### src/rtl/core/sfcp_pkg.sv
// ----------------------------------------------------------------------------
// sfcp_pkg
// Shared types and constants for the sync word frame parser with its
// two-sum byte checksum.
// ----------------------------------------------------------------------------
package sfcp_pkg;

    localparam int BYTE_W   = 8;
    localparam int INDEX_W  = 10;
    localparam int STAGE_W  = 3;
    localparam int SYNC_W   = 32;
    localparam int LENGTH_W = 11;
    localparam int CFG_IDX_W = 1;

    localparam int MAX_FRAME_BYTES = 1024;
    localparam int LEN_CAP = (MAX_FRAME_BYTES < 1024) ? MAX_FRAME_BYTES : 1024;
    localparam int LEN_HIGH_INT = (LEN_CAP < 7) ? 7 : LEN_CAP;

    localparam logic [LENGTH_W-1:0] LEN_LOW  = LENGTH_W'(7);
    localparam logic [LENGTH_W-1:0] LEN_HIGH = LENGTH_W'(LEN_HIGH_INT);

    localparam logic [SYNC_W-1:0]   SYNC_WORD_RESET    = 32'h1234_5678;
    localparam logic [LENGTH_W-1:0] FRAME_LENGTH_RESET = LENGTH_W'(64);

    // Register indexes of the configuration port.
    localparam logic [CFG_IDX_W-1:0] CFG_SYNC_WORD    = 1'b0;
    localparam logic [CFG_IDX_W-1:0] CFG_FRAME_LENGTH = 1'b1;

    // Hunt stages 0..3 count matched sync bytes; BODY_STAGE is inside a frame.
    localparam logic [STAGE_W-1:0] HUNT_START = 3'd0;
    localparam logic [STAGE_W-1:0] BODY_STAGE = 3'd4;

    typedef struct packed {
        logic [SYNC_W-1:0]   sync_word;
        logic [LENGTH_W-1:0] frame_len;
    } cfg_t;

    typedef struct packed {
        logic [BYTE_W-1:0]  data_byte;
        logic [INDEX_W-1:0] byte_index;
        logic               in_frame;
        logic               frame_end;
        logic               frame_good;
        logic               header_miss;
    } result_t;

endpackage

### src/rtl/core/sfcp_if.sv
// ----------------------------------------------------------------------------
// sfcp_if
// Channel interfaces: received bytes, parse results and configuration writes.
// ----------------------------------------------------------------------------
interface sfcp_rx_if
    import sfcp_pkg::*;
();
    logic              valid;
    logic              ready;
    logic [BYTE_W-1:0] rx_byte;

    modport source (output valid, output rx_byte, input ready);
    modport sink   (input valid, input rx_byte, output ready);
endinterface

interface sfcp_res_if
    import sfcp_pkg::*;
();
    logic               valid;
    logic               ready;
    logic [BYTE_W-1:0]  data_byte;
    logic [INDEX_W-1:0] byte_index;
    logic               in_frame;
    logic               frame_end;
    logic               frame_good;
    logic               header_miss;

    modport source (output valid, output data_byte, output byte_index, output in_frame,
                    output frame_end, output frame_good, output header_miss, input ready);
    modport sink   (input valid, input data_byte, input byte_index, input in_frame,
                    input frame_end, input frame_good, input header_miss, output ready);
endinterface

interface sfcp_cfg_if
    import sfcp_pkg::*;
();
    logic                 valid;
    logic                 ready;
    logic [CFG_IDX_W-1:0] reg_index;
    logic [SYNC_W-1:0]    data;

    modport source (output valid, output reg_index, output data, input ready);
    modport sink   (input valid, input reg_index, input data, output ready);
endinterface

### src/rtl/core/sfcp_cfg_regs.sv
// ----------------------------------------------------------------------------
// sfcp_cfg_regs
// Configuration registers. The frame length is clamped to its legal range
// when written, so the parser sees only usable lengths.
// ----------------------------------------------------------------------------
module sfcp_cfg_regs
    import sfcp_pkg::*;
(
    input  logic                 clk,
    input  logic                 rst_n,
    input  logic                 wr_en,
    input  logic [CFG_IDX_W-1:0] wr_index,
    input  logic [SYNC_W-1:0]    wr_data,
    output cfg_t                 cfg
);

    logic [SYNC_W-1:0]   sync_word_reg;
    logic [LENGTH_W-1:0] frame_len_reg;
    logic [LENGTH_W-1:0] len_raw;
    logic [LENGTH_W-1:0] len_clamped;

    assign len_raw = wr_data[LENGTH_W-1:0];

    always_comb
    begin
        priority if (len_raw < LEN_LOW)
        begin
            len_clamped = LEN_LOW;
        end
        else if (len_raw > LEN_HIGH)
        begin
            len_clamped = LEN_HIGH;
        end
        else
        begin
            len_clamped = len_raw;
        end
    end

    always_ff @(posedge clk or negedge rst_n)
    begin
        if (!rst_n)
        begin
            sync_word_reg <= SYNC_WORD_RESET;
            frame_len_reg <= FRAME_LENGTH_RESET;
        end
        else if (wr_en)
        begin
            unique case (wr_index)
                CFG_SYNC_WORD:    sync_word_reg <= wr_data;
                CFG_FRAME_LENGTH: frame_len_reg <= len_clamped;
                default:          sync_word_reg <= sync_word_reg;
            endcase
        end
    end

    assign cfg.sync_word = sync_word_reg;
    assign cfg.frame_len = frame_len_reg;

endmodule

### src/rtl/core/sfcp_in_stage.sv
// ----------------------------------------------------------------------------
// sfcp_in_stage
// Input register for received bytes. It refills in the same cycle that the
// held byte moves on.
// ----------------------------------------------------------------------------
module sfcp_in_stage
    import sfcp_pkg::*;
(
    input  logic              clk,
    input  logic              rst_n,
    input  logic              in_valid,
    input  logic [BYTE_W-1:0] in_byte,
    output logic              in_ready,
    input  logic              advance,
    output logic              held_valid,
    output logic [BYTE_W-1:0] held_byte
);

    logic              valid_reg;
    logic [BYTE_W-1:0] byte_reg;

    assign in_ready = !valid_reg || advance;

    always_ff @(posedge clk or negedge rst_n)
    begin
        if (!rst_n)
        begin
            valid_reg <= 1'b0;
        end
        else if (in_ready)
        begin
            valid_reg <= in_valid;
        end
    end

    always_ff @(posedge clk)
    begin
        if (in_valid && in_ready)
        begin
            byte_reg <= in_byte;
        end
    end

    assign held_valid = valid_reg;
    assign held_byte  = byte_reg;

endmodule

### src/rtl/core/sfcp_core.sv
// ----------------------------------------------------------------------------
// sfcp_core
// Sync word hunt, frame counter and the two running byte sums. One byte is
// processed per cycle when step is high.
// ----------------------------------------------------------------------------
module sfcp_core
    import sfcp_pkg::*;
(
    input  logic              clk,
    input  logic              rst_n,
    input  logic              step,
    input  logic [BYTE_W-1:0] data_in,
    input  cfg_t              cfg,
    output result_t           result
);

    logic [STAGE_W-1:0] stage_reg,    stage_next;
    logic [INDEX_W-1:0] count_reg,    count_next;
    logic [BYTE_W-1:0]  sum_a_reg,    sum_a_next;
    logic [BYTE_W-1:0]  sum_b_reg,    sum_b_next;
    logic               check_ok_reg, check_ok_next;

    logic [BYTE_W-1:0]   want_byte;
    logic [BYTE_W-1:0]   sum_a_add;
    logic [BYTE_W-1:0]   sum_b_add;
    logic [LENGTH_W-1:0] pos_plus1;
    logic [LENGTH_W-1:0] pos_plus2;
    logic                last_byte;
    logic                check_byte;

    always_comb
    begin
        unique case (stage_reg[1:0])
            2'd0:    want_byte = cfg.sync_word[31:24];
            2'd1:    want_byte = cfg.sync_word[23:16];
            2'd2:    want_byte = cfg.sync_word[15:8];
            default: want_byte = cfg.sync_word[7:0];
        endcase
    end

    assign sum_a_add  = sum_a_reg + data_in;
    assign sum_b_add  = sum_b_reg + sum_a_add;
    assign pos_plus1  = {1'b0, count_reg} + LENGTH_W'(1);
    assign pos_plus2  = {1'b0, count_reg} + LENGTH_W'(2);
    assign last_byte  = pos_plus1 >= cfg.frame_len;
    assign check_byte = pos_plus2 == cfg.frame_len;

    always_comb
    begin
        stage_next    = stage_reg;
        count_next    = count_reg;
        sum_a_next    = sum_a_reg;
        sum_b_next    = sum_b_reg;
        check_ok_next = check_ok_reg;

        result.data_byte   = data_in;
        result.byte_index  = count_reg;
        result.in_frame    = 1'b0;
        result.frame_end   = 1'b0;
        result.frame_good  = 1'b0;
        result.header_miss = 1'b0;

        if (stage_reg != BODY_STAGE)
        begin
            if (data_in == want_byte)
            begin
                result.in_frame = 1'b1;
                sum_a_next      = sum_a_add;
                sum_b_next      = sum_b_add;
                stage_next      = stage_reg + STAGE_W'(1);
                count_next      = count_reg + INDEX_W'(1);
            end
            else
            begin
                // A miss on the first byte is silent; later ones flag a broken header.
                result.header_miss = (stage_reg != HUNT_START);
                stage_next    = HUNT_START;
                count_next    = '0;
                sum_a_next    = '0;
                sum_b_next    = '0;
                check_ok_next = 1'b0;
            end
        end
        else
        begin
            result.in_frame = 1'b1;
            if (last_byte)
            begin
                result.frame_end  = 1'b1;
                result.frame_good = check_ok_reg && (data_in == sum_b_reg);
                stage_next    = HUNT_START;
                count_next    = '0;
                sum_a_next    = '0;
                sum_b_next    = '0;
                check_ok_next = 1'b0;
            end
            else
            begin
                if (check_byte)
                begin
                    check_ok_next = (data_in == sum_a_reg);
                end
                else
                begin
                    sum_a_next = sum_a_add;
                    sum_b_next = sum_b_add;
                end
                count_next = count_reg + INDEX_W'(1);
            end
        end
    end

    always_ff @(posedge clk or negedge rst_n)
    begin
        if (!rst_n)
        begin
            stage_reg    <= HUNT_START;
            count_reg    <= '0;
            sum_a_reg    <= '0;
            sum_b_reg    <= '0;
            check_ok_reg <= 1'b0;
        end
        else if (step)
        begin
            stage_reg    <= stage_next;
            count_reg    <= count_next;
            sum_a_reg    <= sum_a_next;
            sum_b_reg    <= sum_b_next;
            check_ok_reg <= check_ok_next;
        end
    end

endmodule

### src/rtl/core/sfcp_out_stage.sv
// ----------------------------------------------------------------------------
// sfcp_out_stage
// Result register. It takes a new result whenever it is empty or its
// current result is being taken downstream.
// ----------------------------------------------------------------------------
module sfcp_out_stage
    import sfcp_pkg::*;
(
    input  logic    clk,
    input  logic    rst_n,
    input  logic    load,
    input  result_t result,
    output logic    slot_free,
    input  logic    out_ready,
    output logic    out_valid,
    output result_t out_result
);

    logic    valid_reg;
    result_t result_reg;

    assign slot_free = !valid_reg || out_ready;

    always_ff @(posedge clk or negedge rst_n)
    begin
        if (!rst_n)
        begin
            valid_reg <= 1'b0;
        end
        else if (slot_free)
        begin
            valid_reg <= load;
        end
    end

    always_ff @(posedge clk)
    begin
        if (load && slot_free)
        begin
            result_reg <= result;
        end
    end

    assign out_valid  = valid_reg;
    assign out_result = result_reg;

endmodule

### src/rtl/core/sync_frame_checksum_parser.sv
// ----------------------------------------------------------------------------
// sync_frame_checksum_parser
// Hunts for a four-byte sync word, counts the frame to its configured
// length and checks the two running byte sums carried in its last bytes.
// ----------------------------------------------------------------------------
//  Channel   Direction   Moves
//  rx        in          one received byte per request
//  res       out         the byte echoed with index, in-frame and end/good/miss flags
//  cfg       in          register write: 0 sync word, 1 frame length
//
//  One byte per cycle sustained while res is not stalled; a taken byte waits
//  in the input register before it is parsed into the result register,
//  where its result is presented.
//  The hunt state and running sums update in the cycle a byte moves to the
//  result register, so consecutive bytes follow without a gap.
//  A stall on res holds the result register and backs up into rx.
//  Reset returns the hunt to its start and loads the default sync word and
//  a frame length of 64; cfg is always ready.
// ----------------------------------------------------------------------------
module sync_frame_checksum_parser
    import sfcp_pkg::*;
(
    input  logic       clk,
    input  logic       rst_n,
    sfcp_rx_if.sink    rx,
    sfcp_res_if.source res,
    sfcp_cfg_if.sink   cfg
);

    cfg_t              cfg_val;
    result_t           core_result;
    result_t           out_result;
    logic              held_valid;
    logic [BYTE_W-1:0] held_byte;
    logic              slot_free;
    logic              advance;

    assign cfg.ready = 1'b1;
    assign advance   = held_valid && slot_free;

    sfcp_cfg_regs u_cfg_regs (
        .clk      (clk),
        .rst_n    (rst_n),
        .wr_en    (cfg.valid),
        .wr_index (cfg.reg_index),
        .wr_data  (cfg.data),
        .cfg      (cfg_val)
    );

    sfcp_in_stage u_in_stage (
        .clk        (clk),
        .rst_n      (rst_n),
        .in_valid   (rx.valid),
        .in_byte    (rx.rx_byte),
        .in_ready   (rx.ready),
        .advance    (advance),
        .held_valid (held_valid),
        .held_byte  (held_byte)
    );

    sfcp_core u_core (
        .clk     (clk),
        .rst_n   (rst_n),
        .step    (advance),
        .data_in (held_byte),
        .cfg     (cfg_val),
        .result  (core_result)
    );

    sfcp_out_stage u_out_stage (
        .clk        (clk),
        .rst_n      (rst_n),
        .load       (advance),
        .result     (core_result),
        .slot_free  (slot_free),
        .out_ready  (res.ready),
        .out_valid  (res.valid),
        .out_result (out_result)
    );

    assign res.data_byte   = out_result.data_byte;
    assign res.byte_index  = out_result.byte_index;
    assign res.in_frame    = out_result.in_frame;
    assign res.frame_end   = out_result.frame_end;
    assign res.frame_good  = out_result.frame_good;
    assign res.header_miss = out_result.header_miss;

endmodule

### src/flat_wrapper.sv
// flat-port wrapper written by rule: the top's interface ports become plain ports
module sync_frame_checksum_parser_flat import sfcp_pkg::*;
  (clk, rst_n, rx_valid, rx_rx_byte, rx_ready, res_valid, res_data_byte, res_byte_index, res_in_frame, res_frame_end, res_frame_good, res_header_miss, res_ready, cfg_valid, cfg_reg_index, cfg_data, cfg_ready);
  sfcp_rx_if rx_i ();
  sfcp_res_if res_i ();
  sfcp_cfg_if cfg_i ();
  input  logic clk;
  input  logic rst_n;
  input wire logic [$bits(rx_i.valid)-1:0] rx_valid;
  input wire logic [$bits(rx_i.rx_byte)-1:0] rx_rx_byte;
  output wire logic [$bits(rx_i.ready)-1:0] rx_ready;
  output wire logic [$bits(res_i.valid)-1:0] res_valid;
  output wire logic [$bits(res_i.data_byte)-1:0] res_data_byte;
  output wire logic [$bits(res_i.byte_index)-1:0] res_byte_index;
  output wire logic [$bits(res_i.in_frame)-1:0] res_in_frame;
  output wire logic [$bits(res_i.frame_end)-1:0] res_frame_end;
  output wire logic [$bits(res_i.frame_good)-1:0] res_frame_good;
  output wire logic [$bits(res_i.header_miss)-1:0] res_header_miss;
  input wire logic [$bits(res_i.ready)-1:0] res_ready;
  input wire logic [$bits(cfg_i.valid)-1:0] cfg_valid;
  input wire logic [$bits(cfg_i.reg_index)-1:0] cfg_reg_index;
  input wire logic [$bits(cfg_i.data)-1:0] cfg_data;
  output wire logic [$bits(cfg_i.ready)-1:0] cfg_ready;
  assign rx_i.valid = rx_valid;
  assign rx_i.rx_byte = rx_rx_byte;
  assign rx_ready = rx_i.ready;
  assign res_valid = res_i.valid;
  assign res_data_byte = res_i.data_byte;
  assign res_byte_index = res_i.byte_index;
  assign res_in_frame = res_i.in_frame;
  assign res_frame_end = res_i.frame_end;
  assign res_frame_good = res_i.frame_good;
  assign res_header_miss = res_i.header_miss;
  assign res_i.ready = res_ready;
  assign cfg_i.valid = cfg_valid;
  assign cfg_i.reg_index = cfg_reg_index;
  assign cfg_i.data = cfg_data;
  assign cfg_ready = cfg_i.ready;
  sync_frame_checksum_parser u_core (.clk(clk), .rst_n(rst_n), .rx(rx_i), .res(res_i), .cfg(cfg_i));
endmodule
### config.mk
export PLATFORM = sky130hd
export DESIGN_NAME = sync_frame_checksum_parser_flat
export DESIGN_NICKNAME = d
export VERILOG_FILES = /design/src/rtl/core/sfcp_pkg.sv /design/src/rtl/core/sfcp_if.sv /design/src/rtl/core/sfcp_cfg_regs.sv /design/src/rtl/core/sfcp_in_stage.sv /design/src/rtl/core/sfcp_core.sv /design/src/rtl/core/sfcp_out_stage.sv /design/src/rtl/core/sync_frame_checksum_parser.sv /design/src/flat_wrapper.sv
export SDC_FILE = /design/constraint.sdc
export NUM_CORES = 1
export LEC_CHECK = 0
export BUFFER_PORTS_ARGS = -buffer_cell sky130_fd_sc_hd__buf_2
export CORE_UTILIZATION = 60
export CTS_CLUSTER_DIAMETER = 50
export CTS_CLUSTER_SIZE = 16
export DETAILED_ROUTE_END_ITERATION = 7
export PLACE_DENSITY = 0.81
export SYNTH_ARGS = -nofsm -noshare
export SYNTH_HDL_FRONTEND = slang
export SYNTH_SLANG_ARGS = --single-unit
export TNS_END_PERCENT = 20
### constraint.sdc
create_clock -name clk -period 5.1 [get_ports clk]
set_clock_uncertainty 0.2 [all_clocks]
set_input_delay 1.02 -clock clk [delete_from_list [all_inputs] [get_ports clk]]
set_output_delay 1.02 -clock clk [all_outputs]
set_load 0.02 [all_outputs]
# [Word level (Yosys, flattened, before mapping)]
# Cells that the tools add are included.
# W data, S select, Z words.
[totals] register_bits=105 in_bits=46 out_inout_bits=25 word_cells=79
[op_classes] n_addsub=6 n_lt_le_gt_ge=3 n_eq_ne=9 n_mux=23 bitwise=3 n_reduce_logical=19
[ops] operator="$mux W8" n=8
[ops] operator="$mux W10" n=3
[ops] operator="$eq A8 B8 Y1" n=3
[ops] operator="$pmux W8 S3" n=1
[ops] operator="$mux W11" n=2
[ops] operator="$add A8 B8 Y8" n=2
[ops] operator="$add A10 B1 Y11 const B" n=1
[ops] operator="$add A10 B2 Y11 const B" n=1
[ops] operator="$eq A11 B11 Y1" n=1
[ops] operator="$ge A11 B11 Y1" n=1
[ops] operator="$gt A11 B11 Y1 const B" n=1
[ops] operator="$lt A11 B3 Y1 const B" n=1
[ops] operator="$add A10 B1 Y10 const B" n=1
[ops] operator="$mux W3" n=3
[ops] operator="$reduce_and A2 Y1" n=4
[ops] operator="$reduce_bool A3 Y1" n=2
[ops] operator="$mux W1" n=5
[ops] operator="$logic_and A1 B1 Y1" n=4
[ops] operator="$reduce_or A2 Y1" n=2
[ops] operator="$add A3 B1 Y3 const B" n=1
[ops] operator="$ne A3 B2 Y1 const B" n=1
[ops] operator="$ne A3 B3 Y1 const B" n=1
[ops] operator="$not A1 Y1" n=3
[ops] operator="$reduce_and A3 Y1" n=1
[ops] operator="8 further kinds" n=10

# [Longest topological paths before layout]
[logic_depth] ltp_word=5 mapped_depth=15 depth_no_buf=14

# [Cells and area by module]
# Synthesis repeated with hierarchy kept, for this count alone.
[hier_totals] cells_unflattened=518 hier_area_um2=5806.8
[by_module_without_submodules] module="sfcp_core" instances=1 cells_per_inst=358 area_per_inst_um2=3016.6 seq_area_each_um2=750.7
[by_module_without_submodules] module="sfcp_cfg_regs" instances=1 cells_per_inst=119 area_per_inst_um2=1764.2 seq_area_each_um2=1093.5
[by_module_without_submodules] module="sfcp_out_stage" instances=1 cells_per_inst=26 area_per_inst_um2=714.4 seq_area_each_um2=685.7
[by_module_without_submodules] module="sfcp_in_stage" instances=1 cells_per_inst=12 area_per_inst_um2=294.0 seq_area_each_um2=265.3
[by_module_without_submodules] module="sync_frame_checksum_parser" instances=1 cells_per_inst=3 area_per_inst_um2=17.5 seq_area_each_um2=0.0

# [Worst setup path after synthesis]
# Ideal clock, no wire load.
[synth_timing] path_type="register -> register" startpoint="register u_core.u_core.count_reg[2]" endpoint="register u_core.u_core.sum_b_reg[2]" setup_time_ns=0.104 t_arrival_ns=2.932 t_required_ns=4.796 slack_ns=1.864 path_stages_with_launch=15 n_path_buf=2 period_less_slack_ns=3.236 path_cell_list="dfrtp_1 -> ha_1 -> nand4_1 -> inv_1 -> and3_1 -> xor2_1 -> ha_1 -> nand2_1 -> o21ai_0 -> a311oi_1 -> o2111ai_1 -> nor2b_1 -> buf_6 -> buf_8 -> o41ai_4"
[synth_between] elab_chain_cells=4 elab_cells_between_ends=8 cone_classes="add/sub: 2; order compare: 1; eq/ne: 2; mux: 2; reduce/logical: 1"
[synth_rtl] item="start, declared" line_no="sfcp_core.sv:18" source="logic [INDEX_W-1:0] count_reg, count_next;"
[synth_rtl] item="start signal, assigned" line_no="sfcp_core.sv:126" source="count_reg <= count_next;"
[synth_rtl] item="$add A10 B1 Y11 or $add A10 B2 Y11 (tied branches)" line_no="sfcp_core.sv:43, sfcp_core.sv:44"
[synth_rtl] item="$ge A11 B11 Y1 or $eq A11 B11 Y1 (tied branches)" line_no="sfcp_core.sv:45, sfcp_core.sv:46"
[synth_rtl] item="$ne A3 B2 Y1 (no source line) or $mux W8 (tied branches)"
[synth_rtl] item="$reduce_and A2 Y1 (no source line) or $mux W8 (tied branches)"
[synth_rtl] item="end signal, assigned" line_no="sfcp_core.sv:128" source="sum_b_reg <= sum_b_next;"
[synth_rtl] item="end, declared" line_no="sfcp_core.sv:20" source="logic [BYTE_W-1:0] sum_b_reg, sum_b_next;"
# Several ways; a longest one is shown, not always the timed one.
# A chain may end at the register's enable or synchronous reset.

# [Final worst setup path]
[layout_timing] startpoint="register u_core.u_core.count_reg[2]" endpoint="register u_core.u_core.sum_b_reg[0]"
# The elaborated chain is that of the path after synthesis.

==> flow_summary.ini <==
[placed_design]
placed_area_sq_um = 6020
routabilityCongestion = 0.901
hpwl_um = 8760
port_buffers = 69
dpl.cell_count = 666

[detailed_routing]
viasPerCell = 5.97
drt-initial-drc-count = 185
vias = 4069
drtAntennaViolNets = 0
wire_per_inst_um = 17.3
wirelength_um = 11800
detail_route.first_pass.iterations = 7
drc = 0

[synthesis]
ys_seq_elements = 105
ys_warn_count = 0
syn-cell-area_sq_um = 5620
synth_cell_types = 48
ys.flop_type = dfrtp_1
avgSynthCellArea_sq_um = 11.1
synth-edff-count = 30
synth_nets = 586
syn_inst = 506
yosysSeqAreaShare = 0.497
async_flop_share = 0.714

[setup_path]
max_stage_delay_ps = 660
path_cells = ha_1 > nand4_1 > inv_1 > and3_1 > xor2_1 > ha_1 > nand2_1 > o21ai_0 > a311oi_1 > o2111ai_1 > o21ai_2 > buf_4 > nand2_1 > o21ai_0
crit_fanout = 17
path_class = reg -> reg
cp_slowest_cell = o21ai_2
cp.arrival_ps = 4190
cp.required_ps = 5190
end_kind = register
cp-start-kind = register

[power_and_ir_drop]
p_sw_frac = 0.292
power.switching_w = 0.000517
power_leakage_nw = 2.77
power_frac_clock = 0.298
power_frac_comb = 0.146
p_int_w = 0.00125
power_frac_seq = 0.557
pwr_density_cell_nw_per_um2 = 284
vdd_ir_drop_max_uv = 223
p_total_w = 0.00177

[floorplanning]
initial_core_util = 0.632
dieArea_sq_um = 9760
ios = 71
core_region_area_sq_um = 8890
die_h_um = 98.8
row_count = 34
fp.dieW_um = 98.8

[finish]
antenna_cells = 0
largest_register_ff_count = 32
fin_cells = 682
drive_above_1_share = 0.237
utilization = 0.700
fin_area_sq_um = 6230
nNetsFinal = 649
area_delta_synth_final_pct = 10.8

[clock_tree]
clk_latency_ps = 380
postCtsSetupBuffers = 0
cts_buffer_depth = 2
post_cts_resized = 0
cts_root_buffer = clkbuf_8
cts_tree = done
htree_num_levels = 3
clkTransAtPathRegs_ps = 110
cts_sinks = 105
postCtsHoldBufs = 0
cts_made_buffers = 9

[global_route]
grt_antenna_before_repair = 0
grt_pass1_wl_um = 19100
grt_pass1_vias = 4017
grt-ovfl-total = 0
grt_max_degree = 48
grtUsageTotal = 0.254

[timing]
slew_viol_final = 0
finalCritPeriodShare = 0.803
max_slew_margin = 0.285
hold_viol = 0
fin_setup_tns_ps = 0
min_period_ps = 4100
rsz0062_at_grt = no
tightest_slew_ps = 1070
fmax_mhz = 244
setup_violations = 0

[min_path]
hold_class = reg -> reg

[status]
outcome = completed

[run]
cap_violations = 0
==> per-stage QoR <==
step | hold WS (ps) | worst slack [ps]
final | 307 | 1000
after global placement | 270 | 1330
after global routing | 321 | 671
after detailed placement | 284 | 1100
after floorplan | 220 | 1860
after CTS | 308 | 1050
==> layer usage <==
metal / GRT usage / vias up / routed length (um)
met4: 0.0976 / 0 / 226
li1: - / 1924 / -
met2: 0.428 / 129 / 5830
met5: 0 / - / 0
met1: 0.324 / 1995 / 5160
met3: 0.0532 / 21 / 552
==> power groups by stage <==
stage	Clock, W	Sequential, W	Combinational (W)
finish	0.000527	0.000985	0.000258
global route	0.000559	0.000993	0.000284
CTS	0.000537	0.000985	0.000258
detailed placement	0	0.00100	0.000257
global placement	0	0.000998	0.000246
floorplan	0	0.00100	0.000160
==> layout make-up <==
class	instances	area (sq um)
inverters	28	105
well taps	108	135
fillers	659	2660
clock inverters	7	82.6
clock buffers	9	124
flip-flops and latches	105	2800
repair buffers	74	383
multi-input cells	351	2600
==> cell families after synthesis <==
logic type,after synthesis,synth area share
simple gates,137,0.118
fa+ha+maj,34,0.0783
flops,105,0.497
other cells,1,0.000667
compound gates,98,0.124
buf+inv,50,0.0410
xor+xnor,45,0.0701
mux,36,0.0703
==> cell usage in the layout, fill, tap and decap left out, types with 9 or more instances in the layout <==
cell      synthesis  final
nand3_1          10     10
nor2_1           17     17
inv_1            28     28
xnor2_1          31     31
ha_1             32     32
o31ai_1          11     11
a21oi_1          12     12
clkbuf_8          0      9
mux2_2           28     28
xor2_1           14     14
buf_2            10     69
a22o_1           11     11
nand2b_1         16     16
o21ai_0          32     32
nand2_1          55     55
dfrtp_1          61     61
dfstp_2          14     14
edfxtp_1         30     30
a21o_1            9      9
==> critical path: cells and delay by family (launching register included) <==
kind                     cells  cell delay (ps)
AO/OA/AOI/OAI                5             1510
XOR/XNOR                     1              200
flip-flops                   1              500
AND/OR/NAND/NOR              4              530
adder cells (fa/ha/maj)      2              600
buffers and inverters        2              460
==> Yosys cell counts (all sizes together) (9+ instances only) <==
cell	instances	area [sq um]
nand2b	16	100
edfxtp	30	901
a21o	9	67.6
buf	14	95.1
nand2	55	206
xnor2	31	272
inv	28	105
o21ai	33	165
nand3	10	50.1
mux2	28	315
ha	32	400
xor2	14	123
dfstp	14	368
o31ai	11	82.6
dfrtp	61	1530
a22o	11	96.3
nor2	17	63.8
a21oi	12	60.1
==> final timing paths <==
path                                                              from                                             end  slack, ps  cells past startpoint
worst max-delay path            u_core.u_core.count_reg[2]$_DFFE_PN0P_          u_core.u_core.sum_b_reg[0]$_DFFE_PN0P_       1000                     14
worst min-delay path            u_core.u_core.sum_a_reg[4]$_DFFE_PN0P_          u_core.u_core.sum_a_reg[4]$_DFFE_PN0P_        310                      2
worst max register to register  u_core.u_core.count_reg[2]$_DFFE_PN0P_          u_core.u_core.sum_b_reg[0]$_DFFE_PN0P_       1000                     14
worst min register to register  u_core.u_core.sum_a_reg[4]$_DFFE_PN0P_          u_core.u_core.sum_a_reg[4]$_DFFE_PN0P_        310                      2
max in group asynchronous                                        rst_n  u_core.u_cfg_regs.sync_word_reg[3]$_DFFE_PN1P_       3070                      2
min in group asynchronous                                        rst_n          u_core.u_core.sum_b_reg[6]$_DFFE_PN0P_        620                      1
No activity file was read; power rests on OpenSTA's default activity.
